**config.mk**
```make
export PLATFORM = sky130hd
export DESIGN_NAME = thermal_false_color_pixel_mapper_core
export DESIGN_NICKNAME = d
export VERILOG_FILES = /design/src/sv/tfc_pkg.sv /design/src/sv/tfc_norm_div.sv /design/src/sv/thermal_false_color_pixel_mapper_core.sv
export SDC_FILE = /design/constraint.sdc
export NUM_CORES = 2
export LEC_CHECK = 0
export CAP_MARGIN = 20
export CELL_PAD_IN_SITES_DETAIL_PLACEMENT = 1
export CELL_PAD_IN_SITES_GLOBAL_PLACEMENT = 1
export CORE_MARGIN = 2
export CORE_UTILIZATION = 55
export CTS_CLUSTER_DIAMETER = 200
export DETAILED_ROUTE_END_ITERATION = 10
export DONT_BUFFER_PORTS = 1
export PLACE_DENSITY = 0.81
export SETUP_SLACK_MARGIN = 0.3
export SYNTH_ARGS = -nofsm -noshare
export SYNTH_HDL_FRONTEND = slang
export SYNTH_HIERARCHICAL = 1
export SYNTH_SLANG_ARGS = --single-unit
```
**constraint.sdc**
```tcl
create_clock -name clk -period 26.5 [get_ports clk]
set_input_delay 1.325 -clock clk [delete_from_list [all_inputs] [get_ports clk]]
set_output_delay 1.325 -clock clk [all_outputs]
set_load 0.01 [all_outputs]
```
**src/sv/tfc_pkg.sv**
```systemverilog
package tfc_pkg;

	localparam int F = 16;
	localparam int WIN_W = 17;
	localparam int ONE_INT = 1 << F;
	localparam int MIN_DEN = (ONE_INT + 9999) / 10000;
	localparam int DEN_W = WIN_W + 8;
	localparam int NUM_W = ((F > WIN_W) ? F : WIN_W) + 9;
	localparam int LAT = F + 4;
	localparam logic [F:0] ONE_Q = (F + 1)'(ONE_INT);

	localparam logic [1:0] FMT_RGB = 2'd0;
	localparam logic [1:0] FMT_BGR = 2'd1;
	localparam logic [1:0] FMT_GRAY = 2'd2;

	localparam logic [2:0] MODE_PASS = 3'd0;
	localparam logic [2:0] MODE_GRAY = 3'd1;
	localparam logic [2:0] MODE_WHITE = 3'd2;
	localparam logic [2:0] MODE_BLACK = 3'd3;
	localparam logic [2:0] MODE_IRON = 3'd4;
	localparam logic [2:0] MODE_RAINBOW = 3'd5;
	localparam logic [2:0] MODE_ARCTIC = 3'd6;

	localparam logic [1:0] REG_FORMAT = 2'd0;
	localparam logic [1:0] REG_MODE = 2'd1;
	localparam logic [1:0] REG_WIN_LOW = 2'd2;
	localparam logic [1:0] REG_WIN_HIGH = 2'd3;

	typedef struct packed {
		logic [7:0] byte_zero;
		logic [7:0] byte_one;
		logic [7:0] byte_two;
	} pix_in_t;

	typedef struct packed {
		logic [7:0] red;
		logic [7:0] green;
		logic [7:0] blue;
	} pix_out_t;

	typedef struct packed {
		logic [7:0] r;
		logic [7:0] g;
		logic [7:0] b;
		logic [7:0] intensity;
	} side_t;

	function automatic logic [7:0] ramp(input logic [F:0] f);
		logic [F+8:0] p;
		p = {f, 8'b0} - {8'b0, f};
		return p[F+7:F];
	endfunction

	// floor(base + slope * rem / quarter), clamped at zero
	function automatic logic [7:0] seg_chan(input longint base, input longint slope,
			input logic [F-2:0] rem);
		longint acc;
		acc = (base <<< (F - 2)) + slope * longint'(rem);
		if (acc < 0) begin
			acc = 0;
		end
		return 8'(acc >>> (F - 2));
	endfunction

	function automatic logic [7:0] arctic_chan(input longint base, input longint slope,
			input logic [F:0] n);
		longint acc;
		acc = (base <<< F) + slope * longint'(n);
		return 8'(acc >>> F);
	endfunction

endpackage

```
**src/sv/tfc_norm_div.sv**
```systemverilog
module tfc_norm_div (
	input  logic                          clk,
	input  logic                          arst_n,
	input  logic                          in_valid,
	input  logic signed [tfc_pkg::NUM_W-1:0] num,
	input  logic [tfc_pkg::DEN_W-1:0]     den,
	input  tfc_pkg::side_t                in_side,
	output logic                          out_valid,
	output logic [tfc_pkg::F:0]           n,
	output tfc_pkg::side_t                out_side
);
	import tfc_pkg::*;

	logic              v_s [F+1];
	logic              sat_s [F+1];
	logic [DEN_W-1:0]  rem_s [F+1];
	logic [F-1:0]      q_s [F+1];
	side_t             side_s [F+1];

	// classify: zero, saturated, or divide
	always_ff @(posedge clk or negedge arst_n) begin
		if (!arst_n) begin
			v_s[0] <= 1'b0;
		end else begin
			v_s[0] <= in_valid;
		end
	end

	always_ff @(posedge clk) begin
		side_s[0] <= in_side;
		q_s[0] <= '0;
		if (num <= 0) begin
			sat_s[0] <= 1'b0;
			rem_s[0] <= '0;
		end else if ($unsigned(num) >= NUM_W'(den)) begin
			sat_s[0] <= 1'b1;
			rem_s[0] <= '0;
		end else begin
			sat_s[0] <= 1'b0;
			rem_s[0] <= num[DEN_W-1:0];
		end
	end

	for (genvar k = 0; k < F; k++) begin : g_div
		logic [DEN_W:0] r2;
		logic           take;
		assign r2 = {rem_s[k], 1'b0};
		assign take = (r2 >= {1'b0, den});

		always_ff @(posedge clk or negedge arst_n) begin
			if (!arst_n) begin
				v_s[k+1] <= 1'b0;
			end else begin
				v_s[k+1] <= v_s[k];
			end
		end

		always_ff @(posedge clk) begin
			side_s[k+1] <= side_s[k];
			sat_s[k+1] <= sat_s[k];
			q_s[k+1] <= {q_s[k][F-2:0], take};
			if (take) begin
				rem_s[k+1] <= DEN_W'(r2 - {1'b0, den});
			end else begin
				rem_s[k+1] <= r2[DEN_W-1:0];
			end
		end
	end

	assign out_valid = v_s[F];
	assign n = sat_s[F] ? ONE_Q : {1'b0, q_s[F]};
	assign out_side = side_s[F];

endmodule

```
**src/sv/thermal_false_color_pixel_mapper_core.sv**
```systemverilog
// A started pixel passes stage 1, stage 2, the divider and the palette register before done.
// Throughput: one pixel per cycle; busy stays low.
// The normalization divide is a 16-stage restoring pipeline, one quotient bit per stage.
// Results are strobed on done for one cycle; the receiver cannot stall.
// Reset (arst_n, async): pipeline emptied, registers back to RGB24, passthrough, window 0..1.
module thermal_false_color_pixel_mapper_core (
	input  logic                        clk,
	input  logic                        arst_n,
	input  logic                        start,
	output logic                        busy,
	input  tfc_pkg::pix_in_t            request,
	output logic                        done,
	output tfc_pkg::pix_out_t           result,
	input  logic                        cfg_valid,
	output logic                        cfg_ready,
	input  logic [1:0]                  cfg_index,
	input  logic [tfc_pkg::WIN_W-1:0]   cfg_data
);
	import tfc_pkg::*;

	logic [1:0]       fmt_q;
	logic [2:0]       mode_q;
	logic [WIN_W-1:0] lo_q;
	logic [WIN_W-1:0] hi_q;
	logic [DEN_W-1:0] dprod_q;
	logic [DEN_W-1:0] lo255_q;

	assign busy = 1'b0;
	assign cfg_ready = 1'b1;

	always_ff @(posedge clk or negedge arst_n) begin
		if (!arst_n) begin
			fmt_q <= FMT_RGB;
			mode_q <= MODE_PASS;
			lo_q <= '0;
			hi_q <= WIN_W'(ONE_INT);
		end else if (cfg_valid && cfg_ready) begin
			unique case (cfg_index)
				REG_FORMAT:   fmt_q <= cfg_data[1:0];
				REG_MODE:     mode_q <= cfg_data[2:0];
				REG_WIN_LOW:  lo_q <= cfg_data;
				REG_WIN_HIGH: hi_q <= cfg_data;
			endcase
		end
	end

	logic signed [WIN_W:0] den_raw;
	logic [WIN_W-1:0]      den_cl;
	assign den_raw = $signed({1'b0, hi_q}) - $signed({1'b0, lo_q});
	assign den_cl = (den_raw < $signed((WIN_W + 1)'(MIN_DEN))) ? WIN_W'(MIN_DEN)
		: den_raw[WIN_W-1:0];

	always_ff @(posedge clk or negedge arst_n) begin
		if (!arst_n) begin
			dprod_q <= '0;
			lo255_q <= '0;
		end else begin
			dprod_q <= {den_cl, 8'b0} - {8'b0, den_cl};
			lo255_q <= {lo_q, 8'b0} - {8'b0, lo_q};
		end
	end

	// stage 1: byte order and luma sum
	logic [7:0]  r_in, g_in, b_in;
	logic        gray_in;
	logic        v_s1;
	logic        gray_s1;
	logic [25:0] luma_s1;
	side_t       side_s1;

	always_comb begin
		gray_in = 1'b0;
		g_in = request.byte_one;
		r_in = request.byte_zero;
		b_in = request.byte_two;
		if (fmt_q == FMT_BGR) begin
			r_in = request.byte_two;
			b_in = request.byte_zero;
		end else if (fmt_q != FMT_RGB) begin
			gray_in = 1'b1;
			r_in = request.byte_zero;
			g_in = request.byte_zero;
			b_in = request.byte_zero;
		end
	end

	always_ff @(posedge clk or negedge arst_n) begin
		if (!arst_n) begin
			v_s1 <= 1'b0;
		end else begin
			v_s1 <= start && !busy;
		end
	end

	always_ff @(posedge clk) begin
		gray_s1 <= gray_in;
		luma_s1 <= 26'd13933 * 26'(r_in) + 26'd46871 * 26'(g_in) + 26'd4732 * 26'(b_in);
		side_s1 <= '{r: r_in, g: g_in, b: b_in, intensity: r_in};
	end

	// stage 2: intensity and window numerator
	logic                    v_s2;
	logic signed [NUM_W-1:0] num_s2;
	side_t                   side_s2;
	logic [7:0]              inten;
	assign inten = gray_s1 ? side_s1.intensity : luma_s1[23:16];

	always_ff @(posedge clk or negedge arst_n) begin
		if (!arst_n) begin
			v_s2 <= 1'b0;
		end else begin
			v_s2 <= v_s1;
		end
	end

	always_ff @(posedge clk) begin
		num_s2 <= $signed(NUM_W'({inten, F'(0)})) - $signed(NUM_W'(lo255_q));
		side_s2 <= '{r: side_s1.r, g: side_s1.g, b: side_s1.b, intensity: inten};
	end

	logic       v_dv;
	logic [F:0] n_dv;
	side_t      side_dv;

	tfc_norm_div u_div (
		.clk       (clk),
		.arst_n    (arst_n),
		.in_valid  (v_s2),
		.num       (num_s2),
		.den       (dprod_q),
		.in_side   (side_s2),
		.out_valid (v_dv),
		.n         (n_dv),
		.out_side  (side_dv)
	);

	// palette stage
	logic [2:0]   seg;
	logic [F-2:0] rem;
	logic [F+2:0] six;
	logic [2:0]   region;
	logic [F-1:0] frac;
	logic [7:0]   up, down, pr, pg, pb;
	logic         v_p1;
	pix_out_t     out_p1;

	always_comb begin
		seg = n_dv[F:F-2];
		if (seg > 3'd3) begin
			seg = 3'd3;
		end
		rem = (F - 1)'(n_dv - ((F + 1)'(seg) << (F - 2)));
		six = {n_dv, 2'b0} + {1'b0, n_dv, 1'b0};
		region = six[F+2:F];
		frac = six[F-1:0];
		up = ramp({1'b0, frac});
		down = ramp(ONE_Q - {1'b0, frac});
		pr = side_dv.r;
		pg = side_dv.g;
		pb = side_dv.b;
		unique case (mode_q)
			MODE_GRAY: begin
				pr = side_dv.intensity;
				pg = side_dv.intensity;
				pb = side_dv.intensity;
			end
			MODE_WHITE: begin
				pr = ramp(n_dv);
				pg = pr;
				pb = pr;
			end
			MODE_BLACK: begin
				pr = ramp(ONE_Q - n_dv);
				pg = pr;
				pb = pr;
			end
			MODE_IRON: begin
				unique case (seg)
					3'd0: begin
						pr = seg_chan(0, 30, rem);
						pg = 8'd0;
						pb = seg_chan(80, 60, rem);
					end
					3'd1: begin
						pr = seg_chan(30, 90, rem);
						pg = seg_chan(10, 30, rem);
						pb = seg_chan(140, -80, rem);
					end
					3'd2: begin
						pr = seg_chan(120, 90, rem);
						pg = seg_chan(40, 80, rem);
						pb = seg_chan(60, -40, rem);
					end
					default: begin
						pr = seg_chan(210, 45, rem);
						pg = seg_chan(120, 110, rem);
						pb = seg_chan(20, 35, rem);
					end
				endcase
			end
			MODE_RAINBOW: begin
				unique case (region)
					3'd1: begin pr = down;  pg = 8'd255; pb = 8'd0;   end
					3'd2: begin pr = 8'd0;  pg = 8'd255; pb = up;     end
					3'd3: begin pr = 8'd0;  pg = down;   pb = 8'd255; end
					3'd4: begin pr = up;    pg = 8'd0;   pb = 8'd255; end
					3'd5: begin pr = 8'd255; pg = 8'd0;  pb = down;   end
					// first sextant, and exactly 1.0 wrapping to red
					default: begin pr = 8'd255; pg = up; pb = 8'd0; end
				endcase
			end
			MODE_ARCTIC: begin
				pr = arctic_chan(40, 170, n_dv);
				pg = arctic_chan(70, 140, n_dv);
				pb = arctic_chan(120, 135, n_dv);
			end
			default: begin
			end
		endcase
	end

	always_ff @(posedge clk or negedge arst_n) begin
		if (!arst_n) begin
			v_p1 <= 1'b0;
		end else begin
			v_p1 <= v_dv;
		end
	end

	always_ff @(posedge clk) begin
		out_p1 <= '{red: pr, green: pg, blue: pb};
	end

	assign done = v_p1;
	assign result = out_p1;

	a_done_follows_request: assert property (@(posedge clk) disable iff (!arst_n)
		done |-> $past(start && !busy, LAT))
		else $error("done without matching request");

	a_norm_in_range: assert property (@(posedge clk) disable iff (!arst_n)
		v_dv |-> (n_dv <= ONE_Q))
		else $error("normalized value above one");

	a_div_valid_chain: assert property (@(posedge clk) disable iff (!arst_n)
		v_s2 |-> ##(F + 1) v_dv)
		else $error("item lost in divider");

endmodule

```
==> summary.txt <==
sequential area share after synthesis -> 0.353
pre-CTS setup slack -> 16.50 ns
area of the multi-input gates -> 46800 um2
RSZ-0062 raised after global routing -> false
drt pass-1 iters -> 5
WP data required -> 27.19 ns
reg2reg start -> fmt_q[1]
Sink Count -> 1321
share of post-route cells with drive strength above 1 -> 0.0703
synth-to-layout area growth -> 9.38%
total CTS buffers -> 139
IO buf count -> 0
count leader, synth -> dfxtp_1
CTS Buffer Depth -> 3
setup TNS -> 0 ns
Min Clock Period, post-route -> 10.04 ns
top cell type's share of synthesized area -> 0.307
clk slew on worst S/H paths -> 0.08 ns
gr ovfl total -> 0
Syn Inst Count -> 7866
RePlAce Congestion -> 0.939
most common flop cell mapped by yosys -> dfxtp_1
Setup violations, final -> 0
Slew Limit Fails -> 0
initial DRC count -> 3993
R2R Path End -> luma_s1[22]
slew of the pin with the lowest slew margin -> 1.08 ns
final net count -> 9364
clk_skew -> 0.0294 ns
CTS tree -> yes
reg-to-reg slack, setup -> 16.46 ns
vias per std cell -> 6.02
Die Wd -> 379 um
Crit path top cell by count -> fa_1
post_cts resized -> 0
top cells by area, synth -> dfxtp_1 31%, ha_1 16%, fa_1 8.8%
Synth area leader -> dfxtp_1
run status -> finished, final reports clean
YS warnings -> 6
crit path launch type -> register
Reg area -> 27300 um2
commonest cells in the netlist -> 1186 x dfxtp_1, 1005 x ha_1, 745 x inv_1
H-tree levels -> 4
largest net degree at the start of global routing -> 110
Initial Util -> 0.554
Core Box Area -> 140000 um2
final worst slack -> 16.46 ns
delay-heaviest family, CP -> adder cells
GRT Util Overall -> 0.335
Max Freq -> 99.6 MHz
Clock Latency Late Sink -> 0.77 ns
Routed WL -> 241000 um
Yosys reg bits -> 1321
vias -> 59.9k
fillers -> 15.3k
Post-DP HPWL -> 169000 um
worst path bufs/invs -> 5
Antenna Cells -> 0
crit end category -> register
Ports -> 74
Worst path max stage delay -> 0.64 ns
first-pass GRT wire length -> 375000 um
Root Driver -> clkbuf_16
Post-CTS Setup Inserts -> 0
WL/cell -> 24.2 um
Netlist cell types -> 103
drc violations -> 0
average size of a mapped cell -> 9.83 um2
Post-DRT Antenna Nets -> 0
Post-synth EDFFs -> 26
Setup CP Type -> reg -> reg
Worst path slowest cell -> dfrtp_1
Site Rows -> 137
worst-path maximum fanout -> 12
Async SR Flop Fraction -> 0.0825
worst min path class -> in -> async
Tcrit/Tclk final -> 0.379
Max Cap Viol -> 0
vias in the first global route -> 64.7k
slew margin rel. -> 0.272
Fin. Hold Viols -> 0
DIE AREA -> 144000 um2
arrival time of the worst setup path -> 10.73 ns
initial antenna violation count -> 3
r2r worst-path depth -> 31
CTS Hold Bufs -> 0
DIE HEIGHT -> 379 um
cell area after synthesis -> 77300 um2
-- final cells by class --
class,count,area share
multi-input combinational,5681,0.554
sequential,1321,0.322
clock buffer,191,0.0472
inverter,749,0.0333
tap,1876,0.0278
clock inverter,56,0.00818
timing repair buffer,80,0.00719
-- through the flow --
| stage | std cells | area, um2 | util | hold slack, ns |
|---|---|---|---|---|
| detailed placement | 9705 | 79800 | 0.572 | 0.313 |
| CTS | 9952 | 84500 | 0.606 | 0.179 |
| floorplan | 7891 | 77400 | - | 0.310 |
| global route | 9954 | 84500 | 0.606 | 0.193 |
| finish | 9954 | 84500 | 0.606 | 0.232 |
| global placement | 9704 | 79800 | 0.572 | 0.310 |
-- state kept, by name (all words and copies together), names as in the netlist --
| name | cells |
|---|---|
| luma_s1 | 8 |
| u_div/sat_s | 17 |
| u_div/side_s | 544 |
| gray_s1 | 1 |
| fmt_q | 2 |
| result | 24 |
| done | 1 |
| dprod_q | 25 |
| side_s2 | 32 |
| lo255_q | 25 |
| v_s2 | 1 |
| v_s1 | 1 |
| lo_q | 17 |
| num_s2 | 26 |
| u_div/q_s | 136 |
| u_div/rem_s | 400 |
| mode_q | 3 |
| u_div/v_s | 16 |
| hi_q | 17 |
| side_s1 | 24 |
| u_div/out_valid | 1 |
-- kinds of logic after synthesis --
group                    synth area share
AO/OA/AOI/OAI                       0.154
XOR/XNOR                           0.0652
multiplexers                       0.0285
other                            0.000146
adder cells (fa/ha/maj)             0.251
AND/OR/NAND/NOR                     0.105
buffers and inverters              0.0437
flip-flops                          0.353
-- routing by layer --
metal | track usage | share of wire
met3 | 0.0452 | 0.047
met1 | 0.419 | 0.42
met5 | 0 | 0.00017
met2 | 0.575 | 0.49
met4 | 0.146 | 0.046
-- layout by cell type, fill, tap and decap left out, types with 64 or more instances in the layout --
cell,instances
a31oi_1,68
and2_1,64
o21ai_0,445
a21oi_1,539
buf_4,78
fa_1,340
nor2b_1,70
ha_1,1005
nand4_1,84
dfrtp_1,107
nand3_1,116
o21a_1,87
nor3_1,109
clkbuf_16,145
xor2_1,211
a21o_1,216
nor2_1,426
xnor2_1,364
inv_1,744
nand2_1,464
mux2_2,174
dfxtp_1,1186
nand2b_1,107
-- how the worst max path moves through the flow --
stage	start	endpoint	slack [ns]	cells past startpoint
after global routing	fmt_q[1]	luma_s1[23]	15.96	31
final	fmt_q[1]	luma_s1[22]	16.46	31
after CTS	fmt_q[1]	luma_s1[22]	16.00	31
after global placement	fmt_q[1]	luma_s1[23]	16.80	29
after floorplan	request[7]	luma_s1[23]	17.93	28
after detailed placement	fmt_q[1]	luma_s1[23]	16.50	29
Power is not shown: default switching activity piles up to over one toggle a cycle in this logic, so the estimate is an artifact.
